## src/design/sbmsh_pkg.sv

```systemverilog
package sbmsh_pkg;

    localparam int CHAR_W       = 8;
    localparam int WORD_W       = 32;
    localparam int BYTE_W       = 8;
    localparam int NUM_BYTES    = WORD_W / BYTE_W;
    localparam int POS_W        = 2;
    localparam int FINAL_ROUNDS = 8;
    localparam int ROUND_W      = $clog2(FINAL_ROUNDS);
    localparam int QUEUE_DEPTH  = 2;

    // One queued character, tagged by the front end.
    typedef struct packed {
        logic [CHAR_W-1:0] char_code;
        logic              terminator;
    } item_t;

    // Head of the queue as seen by the back end.
    typedef struct packed {
        logic  valid;
        item_t item;
    } head_t;

    typedef enum logic [0:0] {
        ST_CHAR,
        ST_FINAL
    } state_t;

endpackage

```

## src/design/sbmsh_front.sv

```systemverilog
module sbmsh_front #(
    parameter int QueueDepth = sbmsh_pkg::QUEUE_DEPTH
) (
    input  logic                          aclk,
    input  logic                          aresetn,
    input  logic                          s_tvalid,
    output logic                          s_tready,
    input  logic [sbmsh_pkg::CHAR_W-1:0]  s_tdata,
    output sbmsh_pkg::head_t              head,
    input  logic                          pop
);

    localparam int PtrW = (QueueDepth > 1) ? $clog2(QueueDepth) : 1;
    localparam int CntW = $clog2(QueueDepth + 1);

    sbmsh_pkg::item_t  entry_reg [QueueDepth];
    logic [PtrW-1:0]   wr_ptr_reg, wr_ptr_next;
    logic [PtrW-1:0]   rd_ptr_reg, rd_ptr_next;
    logic [CntW-1:0]   count_reg, count_next;
    logic              push;
    logic              do_pop;
    sbmsh_pkg::item_t  new_item;

    // Tag terminators on the way in
    always_comb begin
        new_item.char_code  = s_tdata;
        new_item.terminator = (s_tdata == '0);
    end

    assign s_tready = (count_reg != CntW'(QueueDepth));
    assign push     = s_tvalid && s_tready;
    assign do_pop   = pop && (count_reg != '0);

    assign head.valid = (count_reg != '0);
    assign head.item  = entry_reg[rd_ptr_reg];

    always_comb begin
        wr_ptr_next = wr_ptr_reg;
        rd_ptr_next = rd_ptr_reg;
        count_next  = count_reg;
        if (push) begin
            wr_ptr_next = (wr_ptr_reg == PtrW'(QueueDepth - 1)) ? '0 : wr_ptr_reg + 1'b1;
        end
        if (do_pop) begin
            rd_ptr_next = (rd_ptr_reg == PtrW'(QueueDepth - 1)) ? '0 : rd_ptr_reg + 1'b1;
        end
        if (push && !do_pop) begin
            count_next = count_reg + 1'b1;
        end else if (!push && do_pop) begin
            count_next = count_reg - 1'b1;
        end
    end

    always_ff @(posedge aclk) begin
        if (!aresetn) begin
            wr_ptr_reg <= '0;
            rd_ptr_reg <= '0;
            count_reg  <= '0;
        end else begin
            wr_ptr_reg <= wr_ptr_next;
            rd_ptr_reg <= rd_ptr_next;
            count_reg  <= count_next;
        end
    end

    always_ff @(posedge aclk) begin
        if (push) begin
            entry_reg[wr_ptr_reg] <= new_item;
        end
    end

endmodule

```

## src/design/sbmsh_back.sv

```systemverilog
module sbmsh_back (
    input  logic                          aclk,
    input  logic                          aresetn,
    input  logic                          cfg_we,
    input  logic [sbmsh_pkg::WORD_W-1:0]  cfg_wdata,
    input  sbmsh_pkg::head_t              head,
    output logic                          pop,
    output logic                          m_tvalid,
    input  logic                          m_tready,
    output logic [sbmsh_pkg::WORD_W-1:0]  m_tdata
);

    localparam int BW = sbmsh_pkg::BYTE_W;
    localparam int PW = sbmsh_pkg::POS_W;
    localparam int RW = sbmsh_pkg::ROUND_W;

    sbmsh_pkg::state_t                 state_reg, state_next;
    logic [sbmsh_pkg::WORD_W-1:0]      salt_reg;
    logic [sbmsh_pkg::WORD_W-1:0]      word_reg, word_next;
    logic [PW-1:0]                     pos_reg, pos_next;
    logic [RW-1:0]                     round_reg, round_next;
    logic                              m_tvalid_reg, m_tvalid_next;
    logic [sbmsh_pkg::WORD_W-1:0]      m_tdata_reg;

    logic                              out_free;
    logic                              last_round;
    logic                              mix_en;
    logic                              char_mix;
    logic                              emit;

    logic [sbmsh_pkg::NUM_BYTES-1:0][BW-1:0] bytes;
    logic [sbmsh_pkg::NUM_BYTES-1:0][BW-1:0] bytes_mixed;
    logic [PW-1:0]                     t_idx, a_idx, b_idx, c_idx;
    logic [BW-1:0]                     add_val;
    logic [2*BW-1:0]                   prod;
    logic [BW-1:0]                     new_byte;

    assign out_free   = !m_tvalid_reg || m_tready;
    assign last_round = (round_reg == RW'(sbmsh_pkg::FINAL_ROUNDS - 1));

    // Next state
    always_comb begin
        state_next = state_reg;
        case (state_reg)
            sbmsh_pkg::ST_CHAR: begin
                if (head.valid && head.item.terminator) begin
                    state_next = sbmsh_pkg::ST_FINAL;
                end
            end
            sbmsh_pkg::ST_FINAL: begin
                if (last_round && out_free) begin
                    state_next = sbmsh_pkg::ST_CHAR;
                end
            end
            default: state_next = sbmsh_pkg::ST_CHAR;
        endcase
    end

    // FSM outputs
    always_comb begin
        pop      = 1'b0;
        char_mix = 1'b0;
        mix_en   = 1'b0;
        emit     = 1'b0;
        case (state_reg)
            sbmsh_pkg::ST_CHAR: begin
                pop      = head.valid;
                char_mix = head.valid && !head.item.terminator;
                mix_en   = char_mix;
            end
            sbmsh_pkg::ST_FINAL: begin
                // hold the last round until the output register frees up
                mix_en = !last_round || out_free;
                emit   = last_round && out_free;
            end
            default: begin
                pop = 1'b0;
            end
        endcase
    end

    // Shared byte mixer: target += add + a*b + c (mod 256)
    always_comb begin
        bytes = word_reg;
        if (char_mix) begin
            t_idx   = pos_reg;
            a_idx   = pos_reg + PW'(3);
            b_idx   = pos_reg + PW'(2);
            c_idx   = pos_reg + PW'(1);
            add_val = head.item.char_code;
        end else begin
            t_idx   = round_reg[PW-1:0] + PW'(3);
            a_idx   = round_reg[PW-1:0];
            b_idx   = round_reg[PW-1:0] + PW'(1);
            c_idx   = round_reg[PW-1:0] + PW'(2);
            add_val = '0;
        end
        prod     = bytes[a_idx] * bytes[b_idx];
        new_byte = bytes[t_idx] + add_val + prod[BW-1:0] + bytes[c_idx];
        bytes_mixed        = bytes;
        bytes_mixed[t_idx] = new_byte;
    end

    always_comb begin
        word_next  = word_reg;
        pos_next   = pos_reg;
        round_next = round_reg;
        if (emit) begin
            word_next = salt_reg;
            pos_next  = '0;
        end else if (mix_en) begin
            word_next = bytes_mixed;
        end
        if (char_mix) begin
            pos_next = pos_reg + 1'b1;
        end
        if (pop && head.item.terminator) begin
            round_next = '0;
        end else if ((state_reg == sbmsh_pkg::ST_FINAL) && mix_en) begin
            round_next = round_reg + 1'b1;
        end
    end

    always_comb begin
        m_tvalid_next = m_tvalid_reg;
        if (emit) begin
            m_tvalid_next = 1'b1;
        end else if (m_tready) begin
            m_tvalid_next = 1'b0;
        end
    end

    always_ff @(posedge aclk) begin
        if (!aresetn) begin
            state_reg    <= sbmsh_pkg::ST_CHAR;
            salt_reg     <= '0;
            word_reg     <= '0;
            pos_reg      <= '0;
            round_reg    <= '0;
            m_tvalid_reg <= 1'b0;
        end else begin
            state_reg    <= state_next;
            word_reg     <= word_next;
            pos_reg      <= pos_next;
            round_reg    <= round_next;
            m_tvalid_reg <= m_tvalid_next;
            if (cfg_we) begin
                salt_reg <= cfg_wdata;
            end
        end
    end

    always_ff @(posedge aclk) begin
        if (emit) begin
            m_tdata_reg <= bytes_mixed;
        end
    end

    assign m_tvalid = m_tvalid_reg;
    assign m_tdata  = m_tdata_reg;

endmodule

```

## src/design/salted_byte_mix_string_hash_unit.sv

```systemverilog
// Throughput: one nonzero character per cycle, unless the queue is empty or the back end is
//   busy with a terminator (dequeue, then eight final rounds on the shared 8x8 byte mixer).
// Result path: a terminator is dequeued, then eight rounds run, the last loading the output
//   register for the hash on m_tdata; a stalled output holds the last round.
// Reset (aresetn low, synchronous): empty queue, salt and mixing word zero, position zero,
//   no result pending.
module salted_byte_mix_string_hash_unit #(
    parameter int QueueDepth = sbmsh_pkg::QUEUE_DEPTH
) (
    input  logic                          aclk,
    input  logic                          aresetn,
    // salt register write
    input  logic                          cfg_we,
    input  logic [sbmsh_pkg::WORD_W-1:0]  cfg_wdata,
    // character stream
    input  logic                          s_tvalid,
    output logic                          s_tready,
    input  logic [sbmsh_pkg::CHAR_W-1:0]  s_tdata,    // [7:0] char_code
    // hash results
    output logic                          m_tvalid,
    input  logic                          m_tready,
    output logic [sbmsh_pkg::WORD_W-1:0]  m_tdata     // [31:0] hash_value
);

    sbmsh_pkg::head_t head;
    logic             pop;

    // Front end: accept each transfer, flag terminators, hold them in a short queue
    sbmsh_front #(
        .QueueDepth (QueueDepth)
    ) u_front (
        .aclk     (aclk),
        .aresetn  (aresetn),
        .s_tvalid (s_tvalid),
        .s_tready (s_tready),
        .s_tdata  (s_tdata),
        .head     (head),
        .pop      (pop)
    );

    // Back end: mix characters into the word, run the final rounds on a terminator,
    // then present the hash and reload the salt
    sbmsh_back u_back (
        .aclk      (aclk),
        .aresetn   (aresetn),
        .cfg_we    (cfg_we),
        .cfg_wdata (cfg_wdata),
        .head      (head),
        .pop       (pop),
        .m_tvalid  (m_tvalid),
        .m_tready  (m_tready),
        .m_tdata   (m_tdata)
    );

endmodule

```

## config.mk

```make
export PLATFORM = sky130hd
export DESIGN_NAME = salted_byte_mix_string_hash_unit
export DESIGN_NICKNAME = d
export VERILOG_FILES = /design/src/design/sbmsh_pkg.sv /design/src/design/sbmsh_front.sv /design/src/design/sbmsh_back.sv /design/src/design/salted_byte_mix_string_hash_unit.sv
export SDC_FILE = /design/constraint.sdc
export NUM_CORES = 1
export LEC_CHECK = 0
export BUFFER_PORTS_ARGS = -buffer_cell sky130_fd_sc_hd__buf_4
export CORE_UTILIZATION = 45
export DETAILED_ROUTE_END_ITERATION = 8
export PLACE_DENSITY = 0.71
export REMOVE_ABC_BUFFERS = 1
export SLEW_MARGIN = 40
export SYNTH_ARGS = -nofsm -noshare
export SYNTH_HDL_FRONTEND = slang
export SYNTH_SLANG_ARGS = --single-unit
```

## constraint.sdc

```tcl
create_clock -name aclk -period 20.9 [get_ports aclk]
set_input_delay 4.18 -clock aclk [delete_from_list [all_inputs] [get_ports aclk]]
set_output_delay 4.18 -clock aclk [all_outputs]
set_load 0.03 [all_outputs]
```

# Yosys cells after proc, flatten, opt, wreduce, memory -nomap -nowiden
# Memories as Yosys holds them, arrays and structs flattened. A register that Yosys moved wholly into a read port is not among the register bits.
# Cells that the tools add are included.
dict set report totals {
  ff_bits 107
  latchBits 0
  ram_bits 18
  rom_bits 0
  inputBits 45
  mem_count 1
}
# memory depth word_bits read_ports rd_clocked_by_memory_dff wr line_no
set memory_table {}
lappend memory_table {u_front.entry_reg 2 9 1 1 1 sbmsh_front.sv:16} ;# sbmsh_pkg::item_t entry_reg [QueueDepth];
dict set report classes {
  add_sub_neg 14
  n_mul 1
  n_div 0
  n_lt_le_gt_ge 5
  n_eq_ne 2
  shifts 0
  mux 37
  n_bitwise 2
  n_reduce_logical 24
}
# cell n
set op_table {}
lappend op_table {{$bmux W8 S2} 4}
lappend op_table {{$mux W32} 2}
lappend op_table {{$mux W8} 6}
lappend op_table {{$bwmux W32} 1}
lappend op_table {{$add A8 B8 Y8} 3}
lappend op_table {{$demux W8 S2} 1}
lappend op_table {{$mux W2} 8}
lappend op_table {{$mux W1} 13}
lappend op_table {{$lt A2 B3 Y1 const B} 4}
lappend op_table {{$logic_and A1 B1 Y1} 10}
lappend op_table {{$reduce_bool A2 Y1} 5}
lappend op_table {{$add A2 B2 Y2 const B} 4}
lappend op_table {{$logic_not A8 Y1} 1}
lappend op_table {{$mul A8 B8 Y8} 1}
lappend op_table {{$add A2 B1 Y2 const B} 3}
lappend op_table {{$logic_not A1 Y1} 5}
lappend op_table {{$pmux W1 S2} 2}
lappend op_table {{$add A3 B1 Y3 const B} 1}
lappend op_table {{$eq A3 B3 Y1 const B} 1}
lappend op_table {{$add A1 B1 Y1 const B} 2}
lappend op_table {{$ge A2 B1 Y1 const B} 1}
lappend op_table {{$logic_or A1 B1 Y1} 2}
lappend op_table {{$ne A2 B2 Y1 const B} 1}
lappend op_table {{$not A1 Y1} 2}
lappend op_table {{other kinds (2)} 2}

# Logic depth before layout (Yosys ltp)
dict set report depth {
  word_depth 12
  ltp_mapped 32
  mapped_depth_nobuf 28
}

# Modules after synthesis
# A second synthesis with hierarchy kept.
dict set report unflattened {
  cells_unflattened 759
  area_unflattened_um2 7828.8
}
# mod n_inst cells_each area_per_inst_um2 seq_area_each_um2
set modules_own_cells {}
lappend modules_own_cells {sbmsh_back 1 703 6929.1 2382.3}
lappend modules_own_cells {sbmsh_front 1 56 899.6 640.6}

# Worst setup path after synthesis
# No wires, ideal clock.
dict set report synth_timing {
  kind {register to register}
  startpoint {register with a tool-made name}
  endpoint {register u_back.m_tdata_reg, in the netlist u_back.m_tdata[15] (data pin)}
  setup_time_ns 0.152
  arrival_time_ns 6.409
  t_required_ns 20.748
  path_slack_ns 14.339
  path_stages_with_launch 29
  synth_period_minus_slack_ns 6.561
  cell_sequence {dfxtp_1 -> buf_6 -> mux2_4 -> nor3_4 -> nor2_1 -> buf_4 -> buf_4 -> buf_4 -> buf_1 -> nand3_1 -> and2_1 -> nand2_1 -> fa_1 -> inv_1 -> fa_1 -> ha_1 -> fa_1 -> inv_1 -> fa_1 -> inv_1 -> ha_1 -> a21oi_1 -> o21bai_1 -> a21oi_1 -> xnor2_1 -> xnor2_1 -> xnor2_1 -> xnor3_2 -> o21ai_0}
}
# element line_no
set synth_rtl {}
lappend synth_rtl {{end signal: assignment} sbmsh_back.sv:155} ;# m_tdata_reg <= bytes_mixed;
lappend synth_rtl {{end: declaration} sbmsh_back.sv:23} ;# logic [sbmsh_pkg::WORD_W-1:0] m_tdata_reg;

==> results.json <==
{
  "synth_warnings": 0,
  "ioPinCount": 79,
  "setup_tns_ns": 0,
  "cts_buffers": 17,
  "gp_congestion": 0.958,
  "power_density_nw_per_um2": 186,
  "drive_gt1_share_pct": 19.0,
  "met2_usage_pct": 34.5,
  "antenna_found_initial": 0,
  "clock_skew_ns": 0.0105,
  "synth_area_um2": 7860,
  "syn_area_per_cell_um2": 9.57,
  "drt_pass1_iterations": 5,
  "cp-end-kind": "flip-flop",
  "rr_worst_depth": 23,
  "yosys.cell_types.count": 61,
  "vdd_ir_drop_max_mv": 0.112,
  "yosysTopAreaCellShare_pct": 19.4,
  "cts_max_path_buffers": 2,
  "cts_sinks": 126,
  "cpMostUsedCell": "fa_1",
  "grt_start_max_net_pins": 54,
  "cts_hold_buf": 0,
  "area_delta_synth_final_pct": 16.5,
  "max_stage_delay_ns": 0.72,
  "slew_violations": 0,
  "status": "complete, no violations",
  "yosys.area.top_type": "dfxtp_1",
  "fmax_mhz": 138,
  "post-cts-setup-buffers": 0,
  "wl_mm": 19.0,
  "syn_inst": 821,
  "crit_fanout": 19,
  "dieWidth_um": 134,
  "place_ws_ns": 13.66,
  "finalCriticalPeriod_ns": 7.22,
  "layout_setup_ws_ns": 13.68,
  "dp_hpwl_mm": 13.3,
  "vias_per_cell": 5.47,
  "synth_area_leaders": "dfxtp_1 (19%), edfxtp_1 (19%), mux2i_1 (9.2%)",
  "cts_resized": 0,
  "hold_viol_final": 0,
  "dieArea_um2": 18000,
  "crit_chain": "mux2i_4, nand3_2, nand2_2, nand3_1, and2_0, and2_1, fa_1, ha_1, fa_1, inv_1, fa_1, fa_1, inv_1, ha_1, a21o_1, a21oi_1, o21bai_1, a21oi_1, xnor2_1, xnor2_1, xnor2_1, xnor3_2, o21ai_0",
  "min_period_over_period_pct": 34.6,
  "maxSlewHeadroom_pct": 51.0,
  "drtAntennaViolNets": 0,
  "drc": 0,
  "core_area_um2": 16800,
  "crit_type": "reg -> reg",
  "ys_async_sr_fraction_pct": 0,
  "antennaDiodeCount": 0,
  "ys.flop_type": "dfxtp_1",
  "tightest_slew_ns": 0.732,
  "cts_tree": "yes",
  "grt_usage_pct": 22.3,
  "holdPathStages": 2,
  "utilization_pct": 54.4,
  "arrival_ns": 7.48,
  "cts-root-buf": "clkbuf_16",
  "gr-usage-met1_pct": 31.2,
  "rows": 47,
  "path_clk_slew_ns": 0.06,
  "grt_overflow_total": 0,
  "port_buffers": 78,
  "ys_ff_latch": 126,
  "leakage_nw": 3.95,
  "ys_top_cells_by_count": "nand2_1 (112), nor2_1 (90), dfxtp_1 (76)",
  "die_h_um": 134,
  "finalSetupViolCount": 0,
  "initialDrtViolationCount": 594,
  "final_nets": 980,
  "synth-edff-count": 50,
  "max_cap_violations": 0,
  "rsz0062_at_grt": "false",
  "grt_pass1_vias": 5894,
  "cp-start-kind": "flip-flop",
  "wl_per_cell_um": 17.0,
  "grt-busiest-layer": "met2",
  "vias": 6097,
  "start_util_pct": 46.7,
  "clkLatencyLatePin_ns": 0.43,
  "ys_seq_area_share_pct": 38.5,
  "htree_num_levels": 4,
  "hold_path_class": "reg -> reg",
  "critPathSlowestCell": "dfxtp_1",
  "grt_pass1_wl_mm": 30.9,
  "use_met3_pct": 4.08,
  "fillerInstances": 1565,
  "required_ns": 21.16,
  "yosysMostFrequentCell": "nand2_1"
}
==> placed cells by master (no fill, tap or decap), types with 3 or more instances in the layout <==
cell	instances
a21oi_1	29
dfxtp_1	76
buf_4	85
and3_1	7
mux4_2	3
mux2_2	28
o221ai_1	4
clkbuf_16	19
o211ai_1	6
ha_1	25
nand2b_1	4
nor2_1	89
a31oi_1	4
a22oi_1	6
fa_1	29
nand2_1	112
edfxtp_1	50
a41oi_1	3
a311oi_1	4
nand3_2	3
o21ai_0	38
xnor2_1	17
and2_1	25
or3_1	10
inv_1	49
o21ai_1	5
mux2i_1	72
nand3_1	33
xor2_1	7
clkinv_2	5
==> final timing paths <==
check,from,end,slack [ns]
hold / removal,u_back.salt_reg[20],u_back.bytes[20],0.48
hold reg to reg,u_back.salt_reg[20],u_back.bytes[20],0.48
setup reg to reg,flip-flop,u_back.m_tdata[31],13.68
setup / recovery,flip-flop,u_back.m_tdata[31],13.68
==> per-layer routing <==
layer | up-vias | wire [um]
li1 | 2952 | -
met1 | 2935 | 9060
met2 | 180 | 8690
met3 | 30 | 886
met4 | 0 | 318
met5 | - | 0
==> area by class of cell <==
cell class	count	area, um^2	area share, %
Sequential cell	126	3020	33.0
Multi-Input combinational cell	600	4430	48.4
Clock inverter	9	78.8	0.861
Inverter	51	194	2.12
Timing Repair Buffer	85	638	6.97
Tap cell	220	275	3.01
Clock buffer	23	510	5.58
==> through the flow <==
stage,std cells,hold WS (ns),total power [mW],area (um^2)
6_report,1114,0.484,1.70,9150
3_5_place_dp,1082,0.479,1.41,8560
3_3_place_gp,1082,0.474,1.39,8560
4_1_cts,1114,0.485,1.71,9150
2_1_floorplan,777,0.454,1.12,7640
5_1_grt,1114,0.520,1.85,9150
==> worst max-delay path, delay by kind of cell (launching register included) <==
family	cells	cell delay, ns
AOI/OAI and AO/OA	5	0.85
xor gates and xnor gates	4	0.97
adders and majority gates	6	2.52
buffers and inverters	2	0.12
DFF	1	0.72
muxes	1	0.46
and+or+nand+nor	5	1.40
==> logic make-up (layout without fill, tap and decap cells) <==
| group | Yosys count | in the layout | synth area share, % |
|---|---|---|---|
| mux | 105 | 105 | 14.5 |
| compound gates | 116 | 116 | 9.54 |
| buf+inv | 95 | 168 | 5.22 |
| xor+xnor | 27 | 27 | 3.55 |
| simple gates | 298 | 298 | 17.3 |
| fa+ha+maj | 54 | 54 | 11.4 |
| flops | 126 | 126 | 38.5 |
==> report_power, final <==
| part | internal, mW | switching [mW] |
|---|---|---|
| registers | 0.320 | 0.0404 |
| logic | 0.413 | 0.639 |
| clock network | 0.183 | 0.108 |
No activity file was read; power rests on OpenSTA's default activity.
